File: config.mk
export PLATFORM = sky130hd
export DESIGN_NAME = rle_decimal_count_encoder
export DESIGN_NICKNAME = d
export VERILOG_FILES = /design/src/sv/rdce_pkg.sv /design/src/sv/rle_decimal_count_encoder.sv /design/src/sv/rdce_front.sv /design/src/sv/rdce_fifo.sv /design/src/sv/rdce_back.sv
export SDC_FILE = /design/constraint.sdc
export NUM_CORES = 1
export LEC_CHECK = 0
export ABC_AREA = 1
export BUFFER_PORTS_ARGS = -buffer_cell sky130_fd_sc_hd__buf_2
export CAP_MARGIN = 30
export CORE_UTILIZATION = 49
export DETAILED_ROUTE_END_ITERATION = 16
export GPL_ROUTABILITY_DRIVEN = 0
export PLACE_DENSITY = 0.69
export SYNTH_ARGS = -nofsm -noshare
export SYNTH_HDL_FRONTEND = slang
export SYNTH_SLANG_ARGS = --single-unit
export TNS_END_PERCENT = 30
File: constraint.sdc
create_clock -name clk -period 8.05 [get_ports clk]
set_clock_uncertainty 0.1 [all_clocks]
set_input_delay 1.2075 -clock clk [delete_from_list [all_inputs] [get_ports clk]]
set_output_delay 1.2075 -clock clk [all_outputs]
set_load 0.01 [all_outputs]
File: src/sv/rdce_pkg.sv
// Package for the run-length encoder with decimal counts.
// Holds the counter width, the job word passed from front to back, and BCD helpers.
// No dependencies.
`timescale 1ns / 1ps

package rdce_pkg;

  // Number of decimal digits in the run-length counter.
  localparam int COUNT_DIGITS = 5;
  localparam int BCD_W        = 4 * COUNT_DIGITS;
  localparam int DIG_IDX_W    = (COUNT_DIGITS > 1) ? $clog2(COUNT_DIGITS) : 1;

  // Depth of the job queue between front and back.
  localparam int FIFO_DEPTH = 4;
  localparam int FIFO_AW    = $clog2(FIFO_DEPTH);

  localparam logic [7:0] ASCII_ZERO = 8'h30;

  typedef logic [BCD_W-1:0]     bcd_t;
  typedef logic [DIG_IDX_W-1:0] dig_idx_t;

  localparam bcd_t BCD_ONE = BCD_W'(1);

  // One run to be written out: its byte, its length, and the flags that go
  // on the last output word of the run.
  typedef struct packed {
    logic [7:0] sym;
    bcd_t       len;
    logic       last;
    logic       done;
  } rdce_job_t;

  // True when every digit of the counter is nine.
  function automatic logic bcd_full(input bcd_t v);
    logic r;
    r = 1'b1;
    for (int i = 0; i < COUNT_DIGITS; i++) begin
      if (v[4*i +: 4] != 4'd9) begin
        r = 1'b0;
      end
    end
    return r;
  endfunction

  // Decimal increment with ripple carry over the digits.
  function automatic bcd_t bcd_inc(input bcd_t v);
    bcd_t r;
    logic carry;
    r     = v;
    carry = 1'b1;
    for (int i = 0; i < COUNT_DIGITS; i++) begin
      if (carry) begin
        if (v[4*i +: 4] == 4'd9) begin
          r[4*i +: 4] = 4'd0;
        end else begin
          r[4*i +: 4] = v[4*i +: 4] + 4'd1;
          carry       = 1'b0;
        end
      end
    end
    return r;
  endfunction

  // Index of the most significant nonzero digit; zero when all are zero.
  function automatic dig_idx_t bcd_top(input bcd_t v);
    dig_idx_t r;
    r = '0;
    for (int i = 1; i < COUNT_DIGITS; i++) begin
      if (v[4*i +: 4] != 4'd0) begin
        r = DIG_IDX_W'(i);
      end
    end
    return r;
  endfunction

endpackage

File: src/sv/rle_decimal_count_encoder.sv
// Top level of the run-length encoder with decimal counts.
// Instantiates rdce_front, rdce_fifo and rdce_back; depends on rdce_pkg.
`timescale 1ns / 1ps

// The block takes a byte stream one word at a time, with final_byte set on the
// last byte of a stream, and writes each run as its byte followed by the run
// length in ASCII decimal, most significant digit first, without leading zeros.
// Runs longer than the largest count of the decimal counter are split into
// several runs. The front end accepts one input word per cycle whenever the
// job queue has room and no second job is pending; a word that only extends
// the open run produces nothing. A final word that also closes the open run,
// because its byte differs or the counter is full, queues two jobs and holds
// off the next input word until the second job is pushed, which waits while
// the queue is full. The back end writes one output word per cycle while
// out_ready allows, so a run of length L takes 1 + (number of decimal digits
// of L) output words; for text without repeats that is two output words per
// input word, and the output channel sets the sustained rate. The four-entry
// job queue lets the front keep accepting while the back is busy or the
// output is stalled. last_of_item marks the last output word caused by one
// input word, and stream_done marks the last output word of a stream.

module rle_decimal_count_encoder
  import rdce_pkg::*;
(
  input  logic       clk,
  input  logic       rst,
  input  logic       in_valid,
  output logic       in_ready,
  input  logic [7:0] in_byte,
  input  logic       final_byte,
  output logic       out_valid,
  input  logic       out_ready,
  output logic [7:0] out_byte,
  output logic       last_of_item,
  output logic       stream_done
);

  // Jobs flow from the front end through the queue to the back end.
  logic      push;
  rdce_job_t push_job;
  logic      fifo_full;
  logic      pop;
  rdce_job_t pop_job;
  logic      fifo_empty;

  rdce_front u_front (
    .clk        (clk),
    .rst        (rst),
    .in_valid   (in_valid),
    .in_ready   (in_ready),
    .in_byte    (in_byte),
    .final_byte (final_byte),
    .fifo_full  (fifo_full),
    .push       (push),
    .push_job   (push_job)
  );

  rdce_fifo u_fifo (
    .clk      (clk),
    .rst      (rst),
    .push     (push),
    .push_job (push_job),
    .full     (fifo_full),
    .pop      (pop),
    .pop_job  (pop_job),
    .empty    (fifo_empty)
  );

  rdce_back u_back (
    .clk          (clk),
    .rst          (rst),
    .fifo_empty   (fifo_empty),
    .pop          (pop),
    .pop_job      (pop_job),
    .out_valid    (out_valid),
    .out_ready    (out_ready),
    .out_byte     (out_byte),
    .last_of_item (last_of_item),
    .stream_done  (stream_done)
  );

endmodule

File: src/sv/rdce_front.sv
// Front end of the run-length encoder: accepts input words, tracks the open run,
// and pushes one job per run to close into the job queue. Depends on rdce_pkg.
`timescale 1ns / 1ps

module rdce_front
  import rdce_pkg::*;
(
  input  logic       clk,
  input  logic       rst,
  input  logic       in_valid,
  output logic       in_ready,
  input  logic [7:0] in_byte,
  input  logic       final_byte,
  input  logic       fifo_full,
  output logic       push,
  output rdce_job_t  push_job
);

  logic [7:0] run_symbol;
  logic       run_active;
  bcd_t       run_length_bcd;

  logic       pend_valid;
  rdce_job_t  pend_job;

  logic       accept;
  logic       same;
  logic       full;
  logic       emit_old;
  bcd_t       new_len;
  rdce_job_t  old_job;
  rdce_job_t  new_job;

  assign in_ready = !pend_valid && !fifo_full;
  assign accept   = in_valid && in_ready;

  assign same     = run_active && (in_byte == run_symbol);
  assign full     = bcd_full(run_length_bcd);
  assign emit_old = run_active && (!same || full);
  assign new_len  = (same && !full) ? bcd_inc(run_length_bcd) : BCD_ONE;

  // The old run is the last job of the word only when no flush follows it.
  assign old_job = '{sym: run_symbol, len: run_length_bcd, last: !final_byte, done: 1'b0};
  assign new_job = '{sym: in_byte, len: new_len, last: 1'b1, done: 1'b1};

  always_comb begin
    if (pend_valid) begin
      push     = !fifo_full;
      push_job = pend_job;
    end else begin
      push     = accept && (emit_old || final_byte);
      push_job = emit_old ? old_job : new_job;
    end
  end

  // A final word that also closes the old run needs two jobs; the second one
  // waits here and holds off new input until it is pushed.
  always_ff @(posedge clk) begin
    if (rst) begin
      pend_valid <= 1'b0;
    end else if (pend_valid) begin
      if (!fifo_full) begin
        pend_valid <= 1'b0;
      end
    end else if (accept && final_byte && emit_old) begin
      pend_valid <= 1'b1;
    end
  end

  always_ff @(posedge clk) begin
    if (accept && final_byte && emit_old) begin
      pend_job <= new_job;
    end
  end

  always_ff @(posedge clk) begin
    if (rst) begin
      run_active     <= 1'b0;
      run_symbol     <= '0;
      run_length_bcd <= '0;
    end else if (accept) begin
      if (final_byte) begin
        run_active     <= 1'b0;
        run_symbol     <= '0;
        run_length_bcd <= '0;
      end else begin
        run_active     <= 1'b1;
        run_symbol     <= in_byte;
        run_length_bcd <= new_len;
      end
    end
  end

endmodule

File: src/sv/rdce_fifo.sv
// Small job queue between the front and back ends of the encoder.
// Register-based, one push and one pop per cycle. Depends on rdce_pkg.
`timescale 1ns / 1ps

module rdce_fifo
  import rdce_pkg::*;
(
  input  logic      clk,
  input  logic      rst,
  input  logic      push,
  input  rdce_job_t push_job,
  output logic      full,
  input  logic      pop,
  output rdce_job_t pop_job,
  output logic      empty
);

  rdce_job_t            mem [FIFO_DEPTH];
  logic [FIFO_AW-1:0]   head;
  logic [FIFO_AW-1:0]   tail;
  logic [FIFO_AW:0]     count;

  assign full    = (count == (FIFO_AW+1)'(FIFO_DEPTH));
  assign empty   = (count == '0);
  assign pop_job = mem[head];

  always_ff @(posedge clk) begin
    if (push) begin
      mem[tail] <= push_job;
    end
  end

  always_ff @(posedge clk) begin
    if (rst) begin
      head  <= '0;
      tail  <= '0;
      count <= '0;
    end else begin
      if (push) begin
        tail <= (tail == FIFO_AW'(FIFO_DEPTH - 1)) ? '0 : tail + 1'b1;
      end
      if (pop) begin
        head <= (head == FIFO_AW'(FIFO_DEPTH - 1)) ? '0 : head + 1'b1;
      end
      if (push && !pop) begin
        count <= count + 1'b1;
      end else if (pop && !push) begin
        count <= count - 1'b1;
      end
    end
  end

`ifndef SYNTHESIS
  a_no_push_full: assert property (@(posedge clk) disable iff (rst) !(push && full))
    else $error("job pushed into a full queue");
  a_no_pop_empty: assert property (@(posedge clk) disable iff (rst) !(pop && empty))
    else $error("job popped from an empty queue");
  a_count_range: assert property (@(posedge clk) disable iff (rst)
      count <= (FIFO_AW+1)'(FIFO_DEPTH))
    else $error("queue count out of range");
  a_count_track: assert property (@(posedge clk) disable iff (rst)
      (push && !pop) |=> (count != '0))
    else $error("queue count lost a push");
`endif

endmodule

File: src/sv/rdce_back.sv
// Back end of the encoder: pops run jobs and writes each as the run byte followed
// by its decimal length digits, through an output register. Depends on rdce_pkg.
`timescale 1ns / 1ps

module rdce_back
  import rdce_pkg::*;
(
  input  logic       clk,
  input  logic       rst,
  input  logic       fifo_empty,
  output logic       pop,
  input  rdce_job_t  pop_job,
  output logic       out_valid,
  input  logic       out_ready,
  output logic [7:0] out_byte,
  output logic       last_of_item,
  output logic       stream_done
);

  logic      busy;
  bcd_t      job_len;
  logic      job_last;
  logic      job_done;
  dig_idx_t  idx;

  logic       load;
  logic [3:0] digit;

  assign load  = !out_valid || out_ready;
  assign pop   = load && !busy && !fifo_empty;
  assign digit = job_len[4*idx +: 4];

  always_ff @(posedge clk) begin
    if (rst) begin
      busy      <= 1'b0;
      out_valid <= 1'b0;
    end else if (load) begin
      if (busy) begin
        out_valid <= 1'b1;
        if (idx == '0) begin
          busy <= 1'b0;
        end
      end else begin
        out_valid <= !fifo_empty;
        busy      <= !fifo_empty;
      end
    end
  end

  always_ff @(posedge clk) begin
    if (load) begin
      if (busy) begin
        out_byte     <= ASCII_ZERO + {4'b0000, digit};
        last_of_item <= (idx == '0) && job_last;
        stream_done  <= (idx == '0) && job_done;
        idx          <= idx - 1'b1;
      end else if (!fifo_empty) begin
        out_byte     <= pop_job.sym;
        last_of_item <= 1'b0;
        stream_done  <= 1'b0;
        job_len      <= pop_job.len;
        job_last     <= pop_job.last;
        job_done     <= pop_job.done;
        idx          <= bcd_top(pop_job.len);
      end
    end
  end

endmodule

==> results.sh, run 1 <==
export IMPL_status="finished, final reports clean"
export IMPL_grt_overflow=0
export IMPL_multiInputGateArea_um2=3070
export IMPL_final_common_cell="nand2_1"
export IMPL_drive_gt1_share_pct=9.40
export IMPL_avgSynthCellArea_um2=9.90
export IMPL_grt_use_total_pct=21.6
export IMPL_drtPass1Iterations=5
export IMPL_yosys_warnings=0
export IMPL_coreArea_um2=19700
export IMPL_finalSetupViolations=0
export IMPL_worst_slew_pin_slew_ns=0.996
export IMPL_critPathLaunchType="flip-flop"
export IMPL_root_buffer="clkbuf_16"
export IMPL_grt_pass1_vias=6555
export IMPL_grt_pass1_wl_um=34500
export IMPL_wire_per_inst_um=16.4
export IMPL_synth_area_top_cells="edfxtp_1 55%, nand2_1 8.5%, dfxtp_1 8.2%"
export IMPL_layout_nets=1049
export IMPL_drcViolationCount=0
export IMPL_hold_viol_final=0
export IMPL_layout_common_cells="226 x nand2_1, 183 x edfxtp_1, 106 x nor2_1, 99 x inv_1, 78 x o21ai_0"
export IMPL_synth_seq_cells=224
export IMPL_r2r_end="u_fifo.mem[1][1]"
export IMPL_cp_required_ns=8.15
export IMPL_io_pins=25
export IMPL_fillers=1653
export IMPL_fin_crit_ns=3.62
export IMPL_drt_total_wl_um=21400
export IMPL_worstSkewPairLatency_ns=0.52
export IMPL_cp_arrival_ns=3.72
export IMPL_async_flop_share_pct=0
export IMPL_synth_top_area_cell="edfxtp_1"
export IMPL_min_from="u_front.run_symbol[5]"
export IMPL_area_growth_pct=11.4
export IMPL_synth_edf_count=183
export IMPL_syn_area_um2=9960
export IMPL_whs_endpoint="u_front.run_symbol[5]"
export IMPL_cp_end_kind="flip-flop"
export IMPL_clk_pin_slew_worst_paths_ns=0.06
export IMPL_post_cts_buffers=0
export IMPL_ys_types=44
export IMPL_die_y_um=145
export IMPL_cts_tree="done"
export IMPL_holdWs_ns=0.389
export IMPL_place_detailed_hpwl_um=13400
export IMPL_rsz0062_at_grt="no"
export IMPL_drt_iter0_drc=564
export IMPL_final_antenna_net_count=0
export IMPL_critPathLaunch="u_front.run_length_bcd[0]"
export IMPL_antenna_found_initial=0
export IMPL_rows=51
export IMPL_regArea_um2=6320
export IMPL_numClockSinks=224
export IMPL_finalSetupTns_ns=0
export IMPL_maxSlewViolCount=0
export IMPL_max_freq_mhz=276
export IMPL_hold_path_class="flip-flop to flip-flop"
export IMPL_path_max_fanout=22
export IMPL_reg2reg_setup_slack_ns=4.43
export IMPL_hold_depth=2
export IMPL_ys_flop_type="edfxtp_1"
export IMPL_postSynthCellCount=1006
export IMPL_final_period_utilization_pct=45.0
export IMPL_ctsHoldBuffers=0
export IMPL_power_density_nw_per_um2=319
export IMPL_ir_drop_uv=174
export IMPL_r2r_start="u_front.run_length_bcd[0]"
export IMPL_yosysSeqAreaShare_pct=63.4
export IMPL_reg2reg_depth=10
export IMPL_setup_worst_path_class="flip-flop to flip-flop"
export IMPL_yosysTopAreaCellShare_pct=55.2
export IMPL_die_w_um=145
export IMPL_leakage_nw=3.97
export IMPL_vias_per_cell=5.32
export IMPL_initial_core_util_pct=50.5
export IMPL_cts_buffers=24
export IMPL_clockBufferDepth=3
export IMPL_vias=6964
export IMPL_cts_htree_levels=1
export IMPL_portBuffers=24
export IMPL_diodes=0
export IMPL_grt_max_degree=77
export IMPL_max_cap_viol_count=0
export IMPL_syn_nets=1030
export IMPL_cts_resized=0
export IMPL_dieArea_um2=20900
export IMPL_relSlewSlack_pct=33.5
[power by group]
part           total, mW  internal (mW)  switching [mW]  leakage [nW]
Combinational      0.867          0.252           0.615          1.65
Clock               1.07          0.632           0.436         0.387
Sequential          1.60           1.53          0.0766          1.93
Total               3.54           2.41            1.13          3.97
[cell usage after synthesis, drive strengths merged, types with 10 or more instances]
master,instances
nand2,229
edfxtp,183
nor2,119
inv,101
o21ai,79
nand3,67
a21oi,57
dfxtp,41
clkbuf,25
nor3,19
buf,18
a31oi,11
ha,10
o22ai,10
[flip-flops by register name, indices dropped and copies added, names as in the netlist, 2 cells and up, named ones only]
name,cells
u_back.idx,3
u_back.job_len,20
u_back.out_byte,8
u_fifo.count,3
u_fifo.head,2
u_fifo.mem,120
u_fifo.tail,2
u_front.pend_job,28
u_front.run_length_bcd,20
u_front.run_symbol,8
[critical path, stage by stage (launching register included)]
cell	delay (ns)
dfxtp_1	0.43
ha_1	0.21
nand2_2	0.07
nor2_4	0.24
nand3_4	0.18
nor2_8	0.21
nand3_4	0.09
nand2_2	0.40
nand2_2	0.29
nor2_2	0.83
nand2_1	0.24
[layout make-up]
| class | count | area share [%] |
|---|---|---|
| Clock buffer | 30 | 5.80 |
| Inverter | 103 | 3.49 |
| Clock inverter | 14 | 1.18 |
| Tap cell | 265 | 2.99 |
| Timing Repair Buffer | 36 | 1.90 |
| Sequential cell | 224 | 57.0 |
| Multi-Input combinational cell | 636 | 27.7 |
[worst max path at each step]
| stage | endpoint | cells past startpoint |
|---|---|---|
| after global placement | u_fifo.mem[0][1] | 9 |
| after global routing | u_fifo.mem[0][1] | 10 |
| after CTS | u_fifo.mem[1][1] | 10 |
| after detailed placement | u_fifo.mem[1][1] | 9 |
| after floorplan | u_fifo.count[1] | 8 |
| final | u_fifo.mem[1][1] | 10 |
[metal layers]
layer  wire length (µm)  GRT usage [%]
met1               9870           31.2
met2               9660           34.1
met3               1480           2.98
met4                393           5.65
met5                  0              0
[kinds of logic (layout without fill, tap and decap cells)]
family	after synthesis	in the layout	share of synthesized area [%]
buffers and inverters	146	183	5.93
AO/OA/AOI/OAI	167	167	8.99
AND/OR/NAND/NOR	450	450	19.5
flip-flops	224	224	63.4
XOR/XNOR	8	8	0.704
adder cells (fa/ha/maj)	11	11	1.46
[through the flow]
stage | power, mW | setup WS (ns) | util [%] | cell area (µm²) | cells
finish | 3.54 | 4.43 | 56.2 | 11100 | 1308
global route | 3.75 | 4.17 | 56.2 | 11100 | 1308
detailed placement | 2.49 | 4.09 | 52.3 | 10300 | 1264
floorplan | 2.22 | 3.66 | - | 9960 | 1006
global placement | 2.48 | 4.13 | 52.3 | 10300 | 1264
CTS | 3.57 | 4.42 | 56.2 | 11100 | 1308
No activity file was read; power rests on OpenSTA's default activity.
==> run 2, diff against run 1 <==
Clock period 8.05 ns to 3.35 ns, I/O delays scaled along.
==> results.sh, run 2 (same netlist as run 1, synthesis figures left out) <==
export IMPL_diodes=0
export IMPL_layout_nets=1057
export IMPL_dpl_worst_slack_ns=0.409
export IMPL_final_util_pct=56.7
export IMPL_die_y_um=145
export IMPL_wire_per_inst_um=15.8
export IMPL_placed_cells=1272
export IMPL_rsz0062_at_grt="no"
export IMPL_reg2reg_setup_slack_ns=0.38
export IMPL_cts_buffers=24
export IMPL_cts_htree_levels=1
export IMPL_finalSetupViolations=0
export IMPL_vias=6862
export IMPL_grt_pass1_vias=6532
export IMPL_largest_reg_flops=120
export IMPL_holdWs_ns=0.119
export IMPL_final_period_utilization_pct=88.6
export IMPL_drt_iter0_drc=572
export IMPL_fin_area_um2=11200
export IMPL_hold_path_class="input pin to flip-flop"
export IMPL_relSlewSlack_pct=40.7
export IMPL_critPathLaunch="u_front.run_length_bcd[0]"
export IMPL_cts_resized=0
export IMPL_clockBufferDepth=3
export IMPL_place_detailed_hpwl_um=13400
export IMPL_worstSkewPairLatency_ns=0.52
export IMPL_initial_core_util_pct=50.5
export IMPL_fin_ws_ns=0.383
export IMPL_grt_overflow=0
export IMPL_drtPass1Iterations=5
export IMPL_cp_end_kind="flip-flop"
export IMPL_fin_crit_ns=2.97
export IMPL_grt_use_total_pct=21.0
export IMPL_crit_family="simple AND/OR/NAND/NOR gates"
export IMPL_regMostFlops="u_fifo.mem"
export IMPL_area_growth_pct=12.3
export IMPL_post_cts_buffers=0
export IMPL_antenna_found_initial=0
export IMPL_critPathSlowestCell="dfxtp_1"
export IMPL_ir_drop_uv=399
export IMPL_leakage_nw=4.00
export IMPL_maxSlewViolCount=0
export IMPL_status="finished, final reports clean"
export IMPL_root_buffer="clkbuf_16"
export IMPL_drt_total_wl_um=20800
export IMPL_stdcell_count=1316
export IMPL_numClockSinks=224
export IMPL_setup_worst_path_class="flip-flop to flip-flop"
export IMPL_crit_path_max_incr_delay_ns=0.42
export IMPL_max_cap_viol_count=0
export IMPL_cp_required_ns=3.66
export IMPL_clk_pin_slew_worst_paths_ns=0.07
export IMPL_critPathLaunchType="flip-flop"
export IMPL_path_max_fanout=10
export IMPL_rows=51
export IMPL_worst_slew_pin_slew_ns=0.888
export IMPL_drive_gt1_share_pct=9.71
export IMPL_dieArea_um2=20900
export IMPL_crit_chain="ha_1 > nand2_2 > nor2_4 > nand3_4 > nor2_8 > nand3_4 > nand2_2 > nand3_1 > nand2_1 > ha_1 > inv_1 > fa_1 > a21oi_1 > o21ai_0 > o21ai_0 > a21oi_1"
export IMPL_coreArea_um2=19700
export IMPL_final_antenna_net_count=0
export IMPL_crit_buf_inv=1
export IMPL_final_common_cell="nand2_1"
export IMPL_grt_max_degree=76
export IMPL_top_regs="u_fifo.mem x120, u_front.pend_job x28"
export IMPL_portBuffers=24
export IMPL_vias_per_cell=5.21
export IMPL_hold_viol_final=0
export IMPL_r2r_start="u_front.run_length_bcd[0]"
export IMPL_drcViolationCount=0
export IMPL_grt_pass1_wl_um=33500
export IMPL_io_pins=25
export IMPL_ctsHoldBuffers=0
export IMPL_cts_tree="done"
export IMPL_cp_arrival_ns=3.27
export IMPL_layout_common_cells="226 x nand2_1, 183 x edfxtp_1, 106 x nor2_1, 99 x inv_1, 78 x o21ai_0"
export IMPL_max_freq_mhz=337
export IMPL_placed_cell_area_um2=10400
export IMPL_power_density_nw_per_um2=765
export IMPL_die_w_um=145
export IMPL_min_from="in_byte[2]"
## run 2: cell types whose count changed in the layout (fill, tap and decap cells not counted), sizes merged
cell,delta
inv,+1
clkinvlp,+1
clkbuf,+2
buf,+8
clkinv,-4
## run 2: worst paths after layout
path,endpoint,cells past startpoint
worst min-delay path,u_front.pend_job[24],1
worst min register to register,u_front.run_symbol[5],2
worst max-delay path,u_fifo.count[2],16
worst max register to register,u_fifo.count[2],16
## run 2: layout make-up
type,instances,area (µm²)
sequential,224,6320
inverter,103,387
timing repair buffer,44,308
clock inverter,12,115
multi-input combinational,636,3080
fill,1667,8530
tap,265,332
clock buffer,32,652
## run 2: power breakdown
group,leakage (nW),switching (mW),internal (mW),total (mW)
logic,1.70,1.46,0.645,2.10
clock network,0.372,1.04,1.52,2.57
registers,1.93,0.227,3.67,3.89
total,4.00,2.72,5.84,8.56
## run 2: worst register-to-register path: stages, from the launching register on
cell     delay, ns
dfxtp_1       0.42
ha_1          0.19
nand2_2       0.07
nor2_4        0.20
nand3_4       0.15
nor2_8        0.20
nand3_4       0.10
nand2_2       0.09
nand3_1       0.11
nand2_1       0.14
ha_1          0.16
inv_1         0.07
fa_1          0.37
a21oi_1       0.14
o21ai_0       0.13
o21ai_0       0.17
a21oi_1       0.05
## run 2: stage by stage
step	TNS [ns]	total power, mW
CTS	0	8.64
global route	0	9.08
floorplan	-0.453	5.34
global placement	0	5.99
finish	0	8.56
detailed placement	0	6.07
## run 2: routing by layer
metal  vias up  global-route usage [%]  wire length, µm
li1       3467                       -                -
met4         0                    6.09              382
met3        27                    2.68             1060
met2       173                    35.9            10200
met5         -                       0                0
met1      3195                    27.8             9150
